## config.mk

```make
export PLATFORM = sky130hd
export DESIGN_NAME = packed_command_unpacker
export DESIGN_NICKNAME = d
export VERILOG_FILES = /design/src/rtl/core/pcu_pkg.sv /design/src/rtl/core/pcu_datapath.sv /design/src/rtl/core/pcu_controller.sv /design/src/rtl/core/packed_command_unpacker.sv
export SDC_FILE = /design/constraint.sdc
export NUM_CORES = 1
export LEC_CHECK = 0
export ABC_AREA = 1
export BUFFER_PORTS_ARGS = -buffer_cell sky130_fd_sc_hd__buf_2
export CORE_MARGIN = 5
export CORE_UTILIZATION = 40
export DETAILED_ROUTE_END_ITERATION = 16
export PLACE_DENSITY = 0.58
export SETUP_SLACK_MARGIN = 0.1
export SYNTH_ARGS = -nofsm -noshare
export SYNTH_HDL_FRONTEND = slang
export SYNTH_SLANG_ARGS = --single-unit
```

## constraint.sdc

```tcl
create_clock -name clk -period 11.6 [get_ports clk]
set_input_delay 2.32 -clock clk [delete_from_list [all_inputs] [get_ports clk]]
set_output_delay 2.32 -clock clk [all_outputs]
set_load 0.005 [all_outputs]
```

## src/rtl/core/pcu_pkg.sv

```systemverilog
package pcu_pkg;

	localparam int unsigned WORD_W  = 32;
	localparam int unsigned CODE_W  = 8;
	localparam int unsigned COUNT_W = 6;

	typedef enum logic [0:0] {
		ST_IDLE,
		ST_SCAN
	} pcu_state_t;

	typedef struct packed {
		logic latch;
		logic take_param;
		logic emit_scan;
	} pcu_cmd_t;

	typedef struct packed {
		logic pending_zero;
		logic param_last;
		logic scan_more;
		logic scan_last;
		logic out_free;
	} pcu_status_t;

	// Parameter counts for command codes 0x00 to 0x7F.
	localparam logic [COUNT_W-1:0] PARAM_ROM [128] = '{
		6'd0, 6'd0, 6'd0, 6'd0, 6'd0, 6'd0, 6'd0, 6'd0,
		6'd0, 6'd0, 6'd0, 6'd0, 6'd0, 6'd0, 6'd0, 6'd0,
		6'd1, 6'd0, 6'd1, 6'd1, 6'd1, 6'd0, 6'd16, 6'd12,
		6'd16, 6'd12, 6'd9, 6'd3, 6'd3, 6'd0, 6'd0, 6'd0,
		6'd1, 6'd1, 6'd1, 6'd2, 6'd1, 6'd1, 6'd1, 6'd1,
		6'd1, 6'd1, 6'd1, 6'd1, 6'd0, 6'd0, 6'd0, 6'd0,
		6'd1, 6'd1, 6'd1, 6'd1, 6'd32, 6'd0, 6'd0, 6'd0,
		6'd0, 6'd0, 6'd0, 6'd0, 6'd0, 6'd0, 6'd0, 6'd0,
		6'd1, 6'd0, 6'd0, 6'd0, 6'd0, 6'd0, 6'd0, 6'd0,
		6'd0, 6'd0, 6'd0, 6'd0, 6'd0, 6'd0, 6'd0, 6'd0,
		6'd1, 6'd0, 6'd0, 6'd0, 6'd0, 6'd0, 6'd0, 6'd0,
		6'd0, 6'd0, 6'd0, 6'd0, 6'd0, 6'd0, 6'd0, 6'd0,
		6'd1, 6'd0, 6'd0, 6'd0, 6'd0, 6'd0, 6'd0, 6'd0,
		6'd0, 6'd0, 6'd0, 6'd0, 6'd0, 6'd0, 6'd0, 6'd0,
		6'd3, 6'd2, 6'd1, 6'd0, 6'd0, 6'd0, 6'd0, 6'd0,
		6'd0, 6'd0, 6'd0, 6'd0, 6'd0, 6'd0, 6'd0, 6'd0
	};

	// Codes with the top bit set take no parameters.
	function automatic logic [COUNT_W-1:0] cmd_arg_count(input logic [CODE_W-1:0] code);
		logic [COUNT_W-1:0] cnt;
		cnt = code[CODE_W-1] ? '0 : PARAM_ROM[code[CODE_W-2:0]];
		return cnt;
	endfunction

endpackage

```

## src/rtl/core/pcu_datapath.sv

```systemverilog
module pcu_datapath (
	input  logic                          clk,
	input  logic                          arst_n,
	input  pcu_pkg::pcu_cmd_t             cmd,
	output pcu_pkg::pcu_status_t          status,
	input  logic [pcu_pkg::WORD_W-1:0]    data_word,
	output logic                          cmd_valid,
	input  logic                          cmd_stall,
	output logic [pcu_pkg::CODE_W-1:0]    command_code,
	output logic [pcu_pkg::WORD_W-1:0]    parameter_word,
	output logic                          last_of_run
);

	logic [pcu_pkg::WORD_W-1:0]  pending_q;
	logic [pcu_pkg::COUNT_W-1:0] params_q;
	logic                        out_valid_q;
	logic [pcu_pkg::CODE_W-1:0]  code_q;
	logic [pcu_pkg::WORD_W-1:0]  param_q;
	logic                        last_q;

	logic [pcu_pkg::CODE_W-1:0]  low_code;
	logic [pcu_pkg::COUNT_W-1:0] low_count;
	logic [pcu_pkg::COUNT_W-1:0] params_inc;
	logic                        param_done;
	logic [pcu_pkg::WORD_W-1:0]  shifted;
	logic [pcu_pkg::WORD_W-1:0]  after_param;
	logic                        load;

	assign low_code    = pending_q[pcu_pkg::CODE_W-1:0];
	assign low_count   = pcu_pkg::cmd_arg_count(low_code);
	assign params_inc  = params_q + 6'd1;
	assign param_done  = params_inc >= low_count;
	assign shifted     = pending_q >> pcu_pkg::CODE_W;
	assign after_param = param_done ? shifted : pending_q;
	assign load        = cmd.take_param | cmd.emit_scan;

	always_comb begin
		status.pending_zero = pending_q == '0;
		status.param_last   = !((after_param != '0) &&
			(pcu_pkg::cmd_arg_count(after_param[pcu_pkg::CODE_W-1:0]) == '0));
		status.scan_more    = (pending_q != '0) && (low_count == '0);
		status.scan_last    = !((shifted != '0) &&
			(pcu_pkg::cmd_arg_count(shifted[pcu_pkg::CODE_W-1:0]) == '0));
		status.out_free     = !out_valid_q || !cmd_stall;
	end

	always_ff @(posedge clk or negedge arst_n) begin
		if (!arst_n) begin
			pending_q   <= '0;
			params_q    <= '0;
			out_valid_q <= 1'b0;
		end else begin
			if (cmd.latch) begin
				pending_q <= data_word;
			end else if (cmd.take_param) begin
				pending_q <= after_param;
				params_q  <= param_done ? '0 : params_inc;
			end else if (cmd.emit_scan) begin
				pending_q <= shifted;
			end
			if (load) begin
				out_valid_q <= 1'b1;
			end else if (!cmd_stall) begin
				out_valid_q <= 1'b0;
			end
		end
	end

	always_ff @(posedge clk) begin
		if (load) begin
			code_q  <= low_code;
			param_q <= cmd.take_param ? data_word : '0;
			last_q  <= cmd.take_param ? status.param_last : status.scan_last;
		end
	end

	assign cmd_valid      = out_valid_q;
	assign command_code   = code_q;
	assign parameter_word = param_q;
	assign last_of_run    = last_q;

endmodule

```

## src/rtl/core/pcu_controller.sv

```systemverilog
module pcu_controller (
	input  logic                 clk,
	input  logic                 arst_n,
	input  logic                 data_valid,
	output logic                 data_stall,
	input  pcu_pkg::pcu_status_t status,
	output pcu_pkg::pcu_cmd_t    cmd
);

	pcu_pkg::pcu_state_t state_q;
	pcu_pkg::pcu_state_t state_next;

	always_ff @(posedge clk or negedge arst_n) begin
		if (!arst_n) begin
			state_q <= pcu_pkg::ST_IDLE;
		end else begin
			state_q <= state_next;
		end
	end

	always_comb begin
		state_next = state_q;
		cmd        = '0;
		data_stall = 1'b1;
		case (state_q)
			pcu_pkg::ST_IDLE: begin
				data_stall = !status.out_free;
				if (data_valid && status.out_free) begin
					if (status.pending_zero) begin
						cmd.latch  = 1'b1;
						state_next = pcu_pkg::ST_SCAN;
					end else begin
						cmd.take_param = 1'b1;
						if (!status.param_last) begin
							state_next = pcu_pkg::ST_SCAN;
						end
					end
				end
			end
			pcu_pkg::ST_SCAN: begin
				if (!status.scan_more) begin
					state_next = pcu_pkg::ST_IDLE;
				end else if (status.out_free) begin
					cmd.emit_scan = 1'b1;
					if (status.scan_last) begin
						state_next = pcu_pkg::ST_IDLE;
					end
				end
			end
			default: begin
				state_next = pcu_pkg::ST_IDLE;
			end
		endcase
	end

endmodule

```

## src/rtl/core/packed_command_unpacker.sv

```systemverilog
// Channel   Direction  Payload                                      Handshake
// data      in         data_word                                    data_valid / data_stall
// cmd       out        command_code, parameter_word, last_of_run    cmd_valid / cmd_stall
//
// A parameter word is issued with its command, and each further command it releases follows in turn.
// A packed word is latched first and then issues one command after another, or an idle step if none.
// The single output register issues at most one command word per cycle while cmd_stall is low.
// Reset clears the pending commands, the parameter count and the output valid.
// A stall on the command side holds the output word and stalls the data side.
module packed_command_unpacker (
	input  logic                       clk,
	input  logic                       arst_n,
	input  logic                       data_valid,
	output logic                       data_stall,
	input  logic [pcu_pkg::WORD_W-1:0] data_word,
	output logic                       cmd_valid,
	input  logic                       cmd_stall,
	output logic [pcu_pkg::CODE_W-1:0] command_code,
	output logic [pcu_pkg::WORD_W-1:0] parameter_word,
	output logic                       last_of_run
);

	pcu_pkg::pcu_cmd_t    cmd;
	pcu_pkg::pcu_status_t status;

	pcu_controller u_ctrl (
		.clk        (clk),
		.arst_n     (arst_n),
		.data_valid (data_valid),
		.data_stall (data_stall),
		.status     (status),
		.cmd        (cmd)
	);

	pcu_datapath u_dp (
		.clk            (clk),
		.arst_n         (arst_n),
		.cmd            (cmd),
		.status         (status),
		.data_word      (data_word),
		.cmd_valid      (cmd_valid),
		.cmd_stall      (cmd_stall),
		.command_code   (command_code),
		.parameter_word (parameter_word),
		.last_of_run    (last_of_run)
	);

endmodule

```

After elaboration in Yosys (flattened, before gate mapping)
Memory sizes are Yosys's and may differ from the RTL's.
Index checks and enable logic that the tools add are counted.
- input port bits: 36
- bits in latches: 0
- memory bits (writable): 0
- output and inout bits: 43
- memories kept: 3
- register bits after elaboration: 81
- memory bits (read-only): 2304
- word-level logic and storage cells: 73
- shift operators: 0
- mux-type cells: 32
- reductions and logical operators: 19
- bitwise gates (word level): 6
- $mul: 0
- add/sub/neg operators: 1
- eq/ne operators: 1
- div/mod/pow operators: 0
- magnitude comparators: 4
- memory list (memory ; depth ; bits a word ; read ports ; clocked after Yosys merged registers in ; wr ports ; line ; RTL):
    (no name shown) ; 128 ; 6 ; 1 ; 0 ; 0 ; pcu_pkg.sv:49 ; cnt = code[CODE_W-1] ? '0 : PARAM_ROM[code[CODE_W-2:0]];
    (no name shown) ; 128 ; 6 ; 1 ; 0 ; 0 ; pcu_pkg.sv:49 ;
    (no name shown) ; 128 ; 6 ; 1 ; 0 ; 0 ; pcu_pkg.sv:49 ;
- operators with widths (kind ; number):
    $mux 32 ; 4
    $reduce_bool 32->1 ; 3
    $mux 6 ; 10
    $logic_not 32->1 ; 1
    $ge 8x8->1 const B ; 3
    $not 7->8 ; 3
    $logic_not 6->1 ; 3
    $mux 1 ; 15
    $add 6x1->6 const B ; 1
    $ge 6x6->1 ; 1
    $logic_not 1->1 ; 5
    $logic_and 1x1->1 ; 4
    $mux 2 ; 2
    $reduce_bool 3->1 ; 1
    $ne 2x1->1 const B ; 1
    $not 1->1 ; 2
    $pmux 1 s2 ; 1
    $reduce_and 2->1 ; 1
    $logic_or 1x1->1 ; 1
    $or 1x1->1 ; 1

Longest topological paths before layout
Gate-level depths: netlist of run 1.
- depth after elaboration: 18
- gate-level depth with buffers: 31
- gate-level depth less buffers: 30

Modules after synthesis
Synthesis of run 1 repeated with hierarchy kept, for this count alone.
- cell total of the unflattened synthesis: 611
- area total of the unflattened synthesis: 4818.4 um^2
- modules (own cells, without submodules) (module ; instances ; cells each ; seq. area each (um^2) ; area an instance (um^2)):
    pcu_datapath ; 1 ; 595 ; 2207.1 ; 4728.3
    pcu_controller ; 1 ; 16 ; 25.0 ; 90.1

Worst setup path before layout of run 1
Ideal clock, no wire load.
- path type: input to output
- start point: input port cmd_stall
- end point: output port data_stall
- arrival: 2.562 ns
- required time: 9.280 ns
- path slack: 6.718 ns
- path buffers: 0
- stages on the path: 2
- path through: nand2_1 > nand2_1
- word-level cells in the longest chain between the ends: 4
- ends and longest elaborated chain (what ; line ; RTL):
    from (decl) ; packed_command_unpacker.sv:17 ; input logic cmd_stall,
    $logic_not 1->1 ; pcu_datapath.sv:44 ; status.out_free = !out_valid_q || !cmd_stall;
    $logic_or 1x1->1 ; pcu_datapath.sv:44 ;
    $logic_not 1->1 ; pcu_controller.sv:27 ; data_stall = !status.out_free;
    $mux 1 ; pcu_controller.sv:25 ; case (state_q)
    to (decl) ; packed_command_unpacker.sv:14 ; output logic data_stall,
No other way between the ends.

Final worst setup path of run 1
- start point: input port cmd_stall
- end point: register u_dp.code_q (netlist bit u_dp.command_code[5]) (enable)
- word-level cells in the longest chain between the ends: 6
- elaborated cells between the ends (all ways): 9
- classes of those cells: mux: 5; bitwise: 1; reduce/logical: 3
- ends and longest elaborated chain (what ; line ; RTL):
    $logic_not 1->1 (*) ; pcu_datapath.sv:44 ;
    $logic_or 1x1->1 (*) ; pcu_datapath.sv:44 ;
    $mux 1 or $logic_and 1x1->1 (tied branches) ; pcu_controller.sv:43, pcu_controller.sv:28 ;
    $mux 1 or $mux 2 (tied branches) ; pcu_controller.sv:41, pcu_controller.sv:28 ;
    $mux 1 or $mux 2 (tied branches) ; pcu_controller.sv:25 ;
    $or 1x1->1 (*) ; pcu_datapath.sv:35 ; assign load = cmd.take_param | cmd.emit_scan;
    net u_dp.load ; pcu_datapath.sv:27 ; logic load;
    to (signal assigned) ; pcu_datapath.sv:71 ; code_q <= low_code;
    to (decl) ; pcu_datapath.sv:17 ; logic [pcu_pkg::CODE_W-1:0] code_q;
The timed path passes the listed nets; every way through them passes the cells marked *.
A chain may end at the register's enable or synchronous reset.

==> results of run 1 <==
## power by group
group	switching [mW]	internal [mW]	total (mW)
clock	0.115	0.141	0.256
sequential	0.0821	0.460	0.542
combinational	0.790	0.359	1.15
## path summary, 6_finish.rpt
check | start | endpoint | depth (start not counted)
min | u_dp.params_q[5]$_DFFE_PN0P_ | u_dp.params_q[5]$_DFFE_PN0P_ | 2
min reg2reg | u_dp.params_q[5]$_DFFE_PN0P_ | u_dp.params_q[5]$_DFFE_PN0P_ | 2
min in group asynchronous | arst_n | u_dp.params_q[3]$_DFFE_PN0P_ | 1
max | cmd_stall | u_dp.command_code[5]$_DFFE_PP_ | 8
max reg2reg | u_dp.pending_q[1]$_DFFE_PN0P_ | u_dp.last_of_run$_DFFE_PP_ | 25
max in group asynchronous | arst_n | u_dp.pending_q[13]$_DFFE_PN0P_ | 1
## state kept, by name, summed over array words and instances (netlist names)
signal,flops
u_ctrl.state_q,1
u_dp.cmd_valid,1
u_dp.command_code,8
u_dp.last_of_run,1
u_dp.parameter_word,32
u_dp.params_q,6
u_dp.pending_q,32
## final cells by class
class / instances / area, um2
Fill cell: 1286 / 6798
Multi-Input combinational cell: 457 / 2311
Sequential cell: 81 / 2232
Timing Repair Buffer: 78 / 390.4
Inverter: 98 / 367.9
Clock buffer: 10 / 229.0
Tap cell: 172 / 215.2
Clock inverter: 6 / 25.02
## logic make-up (layout without fill, tap and decap cells)
family | Yosys count | count (layout)
multiplexers | 1 | 1
adder cells (fa/ha/maj) | 19 | 19
AND/OR/NAND/NOR | 337 | 337
buffers and inverters | 125 | 192
AO/OA/AOI/OAI | 96 | 96
flip-flops | 81 | 81
XOR/XNOR | 4 | 4
## layout by cell type, fill, tap and decap left out, types with 5 or more instances in the layout
cell type	count
nand2_1	175
inv_1	90
buf_2	78
nor2_1	67
nand3_1	58
o21ai_1	42
edfxtp_1	41
dfrtp_1	40
o21ai_0	28
ha_1	19
o211ai_1	11
clkbuf_16	9
inv_2	8
nand4_1	8
nor3_1	7
a21oi_1	5
## metal layers
metal,track usage (%),vias up,part of all wire (%)
met4,7.208,0,1.9
met2,29.79,124,45
met3,3.687,19,5.6
met1,27.01,2157,47
li1,-,2288,-
met5,0,-,0
## critical path: stages
cell	delay [ps]
buf_2	100
nand2_1	160
nand2_1	110
nor2_2	340
inv_2	350
nor2_4	620
inv_2	570
nand2_2	1000
## per-stage QoR
step	setup WS (ps)	instance area (um2)	power, mW
floorplan	6718	5087	1.398
global placement	5796	5517	1.653
detailed placement	5621	5517	1.687
CTS	5994	5771	1.948
global route	5651	5771	2.158
finish	5953	5771	1.947
==> results.yml, run 1 <==
status:
  status: "complete, no violations"
setup_path:
  crit_path_max_fanout: 56
  crit_required_ps: 11560
  startpoint_type: "input pin"
  critPathKind: "input pin to flop"
  arrival_ps: 5610
  r2r_slack_ps: 6770
  end_kind: "flop"
clock_network:
  root_buffer: "clkbuf_16"
  cts_hold_buf: 0
  clkSinkCount: 81
  cts_inserted_buffers: 9
  post_cts_resized: 0
  clk_path_buf_depth: 2
  cts_max_level: 3
  cts_tree: "yes"
  insertion_delay_ps: 350
  post_cts_buffers: 0
  clk_pin_slew_worst_paths_ps: 60
logic_synthesis:
  synth_warnings: 0
  synth_seq_cells: 81
  synthCells: 663
  yosysTopAreaCellShare_pct: 24.20
  yosys-top-cells-area: "edfxtp_1 (24%), dfrtp_1 (20%), nand2_1 (13%)"
  synth_cell_type_count: 37
  synth-compound-area-share_pct: 10.75
  synth_edf_count: 41
  synth_top_flop_cell: "edfxtp_1"
  synth_top_family_by_area: "simple AND/OR/NAND/NOR gates"
  yosysMostFrequentCell: "nand2_1"
  synth_xor_area_share_pct: 0.6886
  synthArstFlopShare_pct: 49.38
  synth-adder-area-share_pct: 4.673
  synth_largest_area_cell: "edfxtp_1"
  netlist_top_cells_count: "nand2_1 (176), inv_1 (90), nor2_1 (67)"
  seq_area_frac_synth_pct: 43.88
  syn-cell-area_um2: 5087
  yosys.area_share.simple_pct: 29.07
  syn_area_per_cell_um2: 7.673
  synth_nets: 718
  synthMuxAreaShare_pct: 0.1968
floorplan:
  ioPinCount: 79
  core_um2: 12570
  die_w_um: 122.8
  die_area_um2: 15070
  die_y_um: 122.8
  floorplan.rows: 41
  start_util_pct: 40.48
timing:
  rsz0062_at_grt: "false"
  holdWs_ps: 531.9
  clock_skew_ps: 5.371
  post-route-min-period_ps: 5647
  max_freq_mhz: 177.1
  slew_viol_final: 0
  setup_tns_ps: 0
  setup_viol: 0
  min_period_over_period_pct: 48.68
  finalHoldViolations: 0
  maxSlewHeadroom_pct: 24.46
  worstMarginPinSlew_ps: 1127
pwr:
  power.leakage_nw: 2.875
  vdd_drop_max_mv: 0.1643
  power.density_nw_per_um2: 337.4
placed_design:
  place_inst: 886
  routabilityCongestion: 0.8497
  dpl.hpwl_um: 9686
  port_buffers: 78
route:
  route.detailed.drc: 0
  drt_wl_total_um: 13710
  wl_per_cell_um: 15.20
  first_pass_iters: 4
  vias_per_cell: 5.086
  ant_nets: 0
  vias: 4588
  dr.first_iter.drc_count: 250
final_layout:
  final_layout_size_suffix_gt1_share_pct: 15.89
  post-route-util_pct: 45.91
  final_nets: 780
  syn2layout_area_growth_pct: 13.43
  final_cells: 902
  antenna_cells: 0
global_route:
  grt_max_degree: 57
  grt_first_pass_wirelength_um: 22510
  antenna_found_initial: 0
  grt_usage_pct: 19.33
  grt_overflow: 0
  grt_pass1_vias: 4536
min_path:
  min_path_type: "flop to flop"
flow_run:
  cap_viol_max_count: 0
Power figures use the tool's default switching activity.
==> run 2: changes to the inputs <==
--- a/config.mk
+++ b/config.mk
@@ -5,7 +5,7 @@
 export SDC_FILE = /design/constraint.sdc
 export NUM_CORES = 1
 export LEC_CHECK = 0
-export ABC_AREA = 1
+export ABC_AREA = 0
 export BUFFER_PORTS_ARGS = -buffer_cell sky130_fd_sc_hd__buf_2
 export CORE_MARGIN = 5
 export CORE_UTILIZATION = 40
==> constraint.sdc (replaced) <==
create_clock -name clk -period 5.8 [get_ports clk]
set_input_delay 1.16 -clock clk [delete_from_list [all_inputs] [get_ports clk]]
set_output_delay 1.16 -clock clk [all_outputs]
set_load 0.005 [all_outputs]
==> run 2 against run 1 <==
Routed wire length shrank 12%. Design area shrank 9.5%. Highest routed layer unchanged. Critical path type is now flop to flop. Die area shrank 10%. Largest power group unchanged. Area after synthesis shrank 11%. Critical path depth grew 10. Combinational power grew 30%. Cell count shrank 31%. Sequential share of layout area grew 4.0 points. Clock power grew 110%.
==> results.yml, run 2 <==
pwr:
  p_comb_share_pct: 48.1
  p_seq_share_pct: 34.8
  p_sw_mw: 1.328
  power.leakage_nw: 2.361
  power.density_nw_per_um2: 595.6
  pwr-share-clk_pct: 17.1
  swShare_pct: 42.67
  finalPower_mw: 3.111
  vdd_drop_max_mv: 0.3740
  internal_power_mw: 1.784
timing:
  min_period_over_period_pct: 87.25
  maxSlewHeadroom_pct: 30.55
  clock_skew_ps: 12.92
  finalHoldViolations: 0
  worstMarginPinSlew_ps: 1042
  max_freq_mhz: 197.6
  rsz0062_at_grt: "false"
  setup_tns_ps: 0
  post-route-min-period_ps: 5060
  slew_viol_final: 0
  setup_viol: 0
min_path:
  min_path_type: "flop to flop"
clock_network:
  post_cts_resized: 0
  post_cts_buffers: 0
  clk_pin_slew_worst_paths_ps: 70
  cts_hold_buf: 0
  insertion_delay_ps: 340
  root_buffer: "clkbuf_16"
  clk_path_buf_depth: 2
  clkSinkCount: 81
  cts_tree: "yes"
  cts_inserted_buffers: 9
  cts_max_level: 3
setup_path:
  critPathBufInv: 2
  crit_path_max_fanout: 19
  arrival_ps: 5290
  end_kind: "flop"
  slowest_stage: "o221ai_2"
  startpoint_type: "flop"
  crit_chain: "maj3_1 -> inv_1 -> o311a_1 -> o311ai_2 -> inv_1 -> ha_1 -> nand2b_1 -> a21oi_1 -> o221ai_2 -> mux2i_1 -> ha_1 -> nand2_1 -> nor2_1 -> a21oi_1 -> mux2i_1 -> a311oi_1 -> a311o_1 -> a31o_2"
  max_stage_delay_ps: 810
  crit_family: "compound AO/OA/AOI/OAI gates"
  crit_required_ps: 6030
  critPathKind: "flop to flop"
route:
  ant_nets: 0
  route.detailed.drc: 0
  drt_wl_total_um: 12090
  vias: 3590
  dr.first_iter.drc_count: 360
  vias_per_cell: 5.744
  first_pass_iters: 5
  wl_per_cell_um: 19.34
logic_synthesis:
  yosys-top-cells-area: "edfxtp_1 (27%), dfrtp_1 (22%), ha_1 (5.3%)"
  syn_area_per_cell_um2: 10.80
  synthCells: 419
  synth_seq_cells: 81
  synth_largest_area_cell: "edfxtp_1"
  netlist_top_cells_count: "edfxtp_1 (41), dfrtp_1 (40), and3_1 (36)"
  synthArstFlopShare_pct: 49.38
  yosysTopAreaCellShare_pct: 27.20
  synth_nets: 474
  synth_warnings: 0
  yosysMostFrequentCell: "edfxtp_1"
  syn-cell-area_um2: 4527
  synth_edf_count: 41
  seq_area_frac_synth_pct: 49.31
  synth_cell_type_count: 66
  synth_top_flop_cell: "edfxtp_1"
global_route:
  grt_max_degree: 45
  antenna_found_initial: 0
  grt_first_pass_wirelength_um: 18980
  grt_overflow: 0
  grt_usage_pct: 18.23
  grt_pass1_vias: 3420
final_layout:
  final_layout_size_suffix_gt1_share_pct: 25.15
  final_common_cell: "buf_2"
  final_nets: 535
  antenna_cells: 0
  syn2layout_area_growth_pct: 15.40
  nFillCells: 1031
  final_cells: 625
  final_cell_mix: "buf_2 (78), edfxtp_1 (41), dfrtp_1 (40)"
floorplan:
  start_util_pct: 41.22
  core_um2: 10980
  die_w_um: 116.4
  die_area_um2: 13540
  die_y_um: 116.4
  floorplan.rows: 38
  ioPinCount: 79
placed_design:
  port_buffers: 78
  routabilityCongestion: 0.8790
  dpl.hpwl_um: 8380
  place_inst: 609
flow_run:
  cap_viol_max_count: 0
status:
  status: "complete, no violations"
run 2: worst paths after layout:
| path | startpoint | end | slack, ps | cells past startpoint |
|---|---|---|---|---|
| setup / recovery | u_dp.pending_q[3]$_DFFE_PN0P_ | u_ctrl.state_q$_DFF_PN0_ | 740 | 18 |
| max in group asynchronous | arst_n | u_dp.pending_q[7]$_DFFE_PN0P_ | 4210 | 1 |
| hold reg to reg | u_dp.params_q[5]$_DFFE_PN0P_ | u_dp.params_q[5]$_DFFE_PN0P_ | 500 | 2 |
| hold / removal | u_dp.params_q[5]$_DFFE_PN0P_ | u_dp.params_q[5]$_DFFE_PN0P_ | 500 | 2 |
| min in group asynchronous | arst_n | u_dp.params_q[3]$_DFFE_PN0P_ | 960 | 1 |
| setup reg to reg | u_dp.pending_q[3]$_DFFE_PN0P_ | u_ctrl.state_q$_DFF_PN0_ | 740 | 18 |
run 2: cell type report:
cell class / instances / area (um2) / area share, %
Sequential cell: 81 / 2232 / 42.73
Multi-Input combinational cell: 290 / 2068 / 39.59
Timing Repair Buffer: 81 / 412.9 / 7.904
Clock buffer: 10 / 229.0 / 4.383
Tap cell: 140 / 175.2 / 3.353
Inverter: 17 / 63.81 / 1.222
Clock inverter: 6 / 42.54 / 0.8144
run 2: through the flow:
step	cell area [um2]	hold WS (ps)	utilization, %	setup slack [ps]
after floorplan	4527	419.6	-	1547
final	5224	503.1	47.56	739.8
after CTS	5224	506.6	47.56	794.1
after global placement	4952	475.7	45.09	1012
after global routing	5224	527.9	47.56	268.5
after detailed placement	4952	489.5	45.09	841.7
run 2: cells by family after synthesis:
family          after synthesis  synth area share (%)
fa+ha+maj                    20                 5.473
mux                           9                 2.018
xor+xnor                      4                0.7740
simple gates                139                 17.22
flops                        81                 49.31
buf+inv                      48                 5.113
compound gates              118                 20.09
run 2: power by group through the flow:
stage                     Clock (mW)  Combinational, mW  Sequential [mW]
after floorplan                    0               1.16             1.01
after global placement             0               1.48             1.09
after detailed placement           0               1.50             1.09
after CTS                      0.541               1.50             1.09
after global routing           0.566               1.66             1.12
final                          0.532               1.50             1.08
run 2: layer usage:
metal  routed length (um)  track usage (%)  part of all wire (%)  vias to the layer above
li1                     -                -                     -                     1718
met4                  159            5.491                   1.3                        0
met3                  761            3.316                   6.3                       14
met5                    0                0                     0                        -
met2                 5409            26.58                    45                      123
met1                 5757            27.51                    48                     1735
run 2: worst min-delay path, cell delays in order (launching register included):
cell	delay, ps
dfrtp_1	360
nand2_1	60
nand2_1	50
==> run 3: changes to the inputs <==
--- a/config.mk
+++ b/config.mk
@@ -11,7 +11,7 @@
 export CORE_UTILIZATION = 40
 export DETAILED_ROUTE_END_ITERATION = 16
 export PLACE_DENSITY = 0.58
-export SETUP_SLACK_MARGIN = 0.1
+export REMOVE_ABC_BUFFERS = 1
 export SYNTH_ARGS = -nofsm -noshare
 export SYNTH_HDL_FRONTEND = slang
 export SYNTH_SLANG_ARGS = --single-unit
==> run 3 against run 2 <==
Core utilization is 0.42 points higher. Critical path depth is 1 higher. Register-to-register slack better by 410 ps. Critical path type unchanged. First-iteration DRC count is 46% lower. Non-clock buffer count is 1 higher. Highest routed layer unchanged. Setup slack better by 410 ps. Total power is 2.9% higher. Clock skew is 4.7 ps lower. Cell count stayed put. Largest cell class unchanged.
==> results.yml, run 3 (synthesis results as in run 2) <==
status:
  status: "complete, no violations"
timing:
  clock_skew_ps: 8.213
  setup_viol: 0
  setup_tns_ps: 0
  maxSlewHeadroom_pct: 31.84
  max_freq_mhz: 215.0
  worstMarginPinSlew_ps: 1019
  slew_viol_final: 0
  finalHoldViolations: 0
  min_period_over_period_pct: 80.20
  post-route-min-period_ps: 4652
  holdWs_ps: 498.6
  rsz0062_at_grt: "false"
route:
  met2WireLength_um: 5282
  vias: 3605
  routed-wl-met3_um: 674
  wl_met1_um: 5741
  dr.first_iter.drc_count: 195
  ant_nets: 0
  vias_per_cell: 5.768
  wl_per_cell_um: 19.08
  top_layer_used: "met4"
  drt_wl_total_um: 11930
  first_pass_iters: 5
  route.detailed.drc: 0
final_layout:
  final_common_cell: "buf_2"
  nFillCells: 1027
  syn2layout_area_growth_pct: 16.42
  antenna_cells: 0
  final_nets: 536
  final_cell_mix: "buf_2 (78), edfxtp_1 (41), dfrtp_1 (40)"
  final_cells: 625
  final_layout_size_suffix_gt1_share_pct: 25.15
pwr:
  finalPower_mw: 3.202
  vdd_drop_max_mv: 0.3511
  power.density_nw_per_um2: 607.6
  power.leakage_nw: 2.385
setup_path:
  crit_path_max_fanout: 19
  arrival_ps: 4870
  end_kind: "flop"
  crit_chain: "maj3_1 -> inv_1 -> o311a_1 -> o311ai_2 -> inv_1 -> ha_1 -> nand2b_1 -> a21oi_1 -> o221ai_2 -> buf_4 -> mux2i_1 -> ha_1 -> nand2_1 -> nor2_1 -> a21oi_1 -> mux2i_1 -> a21oi_1 -> a311o_1 -> a31o_2"
  max_stage_delay_ps: 800
  crit_family: "compound AO/OA/AOI/OAI gates"
  crit_path_frequent_cell: "a21oi_1"
  critPathBufInv: 3
  slowest_stage: "dfrtp_1"
  crit_required_ps: 6020
  critPathKind: "flop to flop"
  startpoint_type: "flop"
clock_network:
  clk_pin_slew_worst_paths_ps: 60
  cts_tree: "yes"
  post_cts_resized: 0
  post_cts_buffers: 0
  cts_inserted_buffers: 9
  clk_path_buf_depth: 2
  insertion_delay_ps: 340
  clkSinkCount: 81
  root_buffer: "clkbuf_16"
  cts_max_level: 3
  cts_hold_buf: 0
global_route:
  antenna_found_initial: 0
  grt_usage_pct: 18.04
  grt_pass1_vias: 3537
  grt_max_degree: 45
  grt_first_pass_wirelength_um: 18930
  grt_overflow: 0
placed_design:
  dpl.hpwl_um: 8152
  port_buffers: 78
  place_inst: 610
  routabilityCongestion: 0.9504
floorplan:
  die_w_um: 116.4
  die_y_um: 116.4
  start_util_pct: 41.22
  floorplan.rows: 38
  core_um2: 10980
  die_area_um2: 13540
  ioPinCount: 79
min_path:
  min_path_type: "flop to flop"
flow_run:
  cap_viol_max_count: 0
[run 3: layout make-up]
cell class	instances	area, um2	share of cell area [%]
tap	140	175.2	3.324
inverter	17	63.81	1.211
multi-input combinational	290	2068	39.24
timing repair buffer	82	420.4	7.977
sequential	81	2232	42.36
clock buffer	10	229.0	4.345
clock inverter	5	81.33	1.543
[run 3: tightest hold or removal path, stage by stage (launching register included)]
cell	delay (ps)
dfrtp_1	360
nand2_1	60
nand2_1	50
[run 3: layer usage]
metal  GRT usage, %  vias to the layer above
li1               -                     1712
met2          27.23                      112
met1          26.32                     1767
met4          7.115                        0
met3          2.332                       14
met5              0                        -
[run 3: where the power goes]
part / internal, mW / switching [mW]
Sequential: 0.881 / 0.207
Combinational: 0.622 / 0.893
Clock: 0.375 / 0.224
[run 3: per-stage QoR]
step	worst slack [ps]	utilization (%)	area [um2]
3_3_place_gp	1388	45.16	4960
3_5_place_dp	1218	45.16	4960
6_report	1148	47.98	5270
5_1_grt	782.4	47.98	5270
4_1_cts	1181	47.98	5270
2_1_floorplan	1384	-	4359
[run 3: worst paths after layout]
path,start,to,slack (ps),cells past startpoint
worst max-delay path,u_dp.pending_q[3]$_DFFE_PN0P_,u_ctrl.state_q$_DFF_PN0_,1150,19
worst min-delay path,u_dp.params_q[5]$_DFFE_PN0P_,u_dp.params_q[5]$_DFFE_PN0P_,500,2
worst max register to register,u_dp.pending_q[3]$_DFFE_PN0P_,u_ctrl.state_q$_DFF_PN0_,1150,19
worst min register to register,u_dp.params_q[5]$_DFFE_PN0P_,u_dp.params_q[5]$_DFFE_PN0P_,500,2
max in group asynchronous,arst_n,u_dp.pending_q[3]$_DFFE_PN0P_,4230,1
min in group asynchronous,arst_n,u_dp.pending_q[0]$_DFFE_PN0P_,960,1
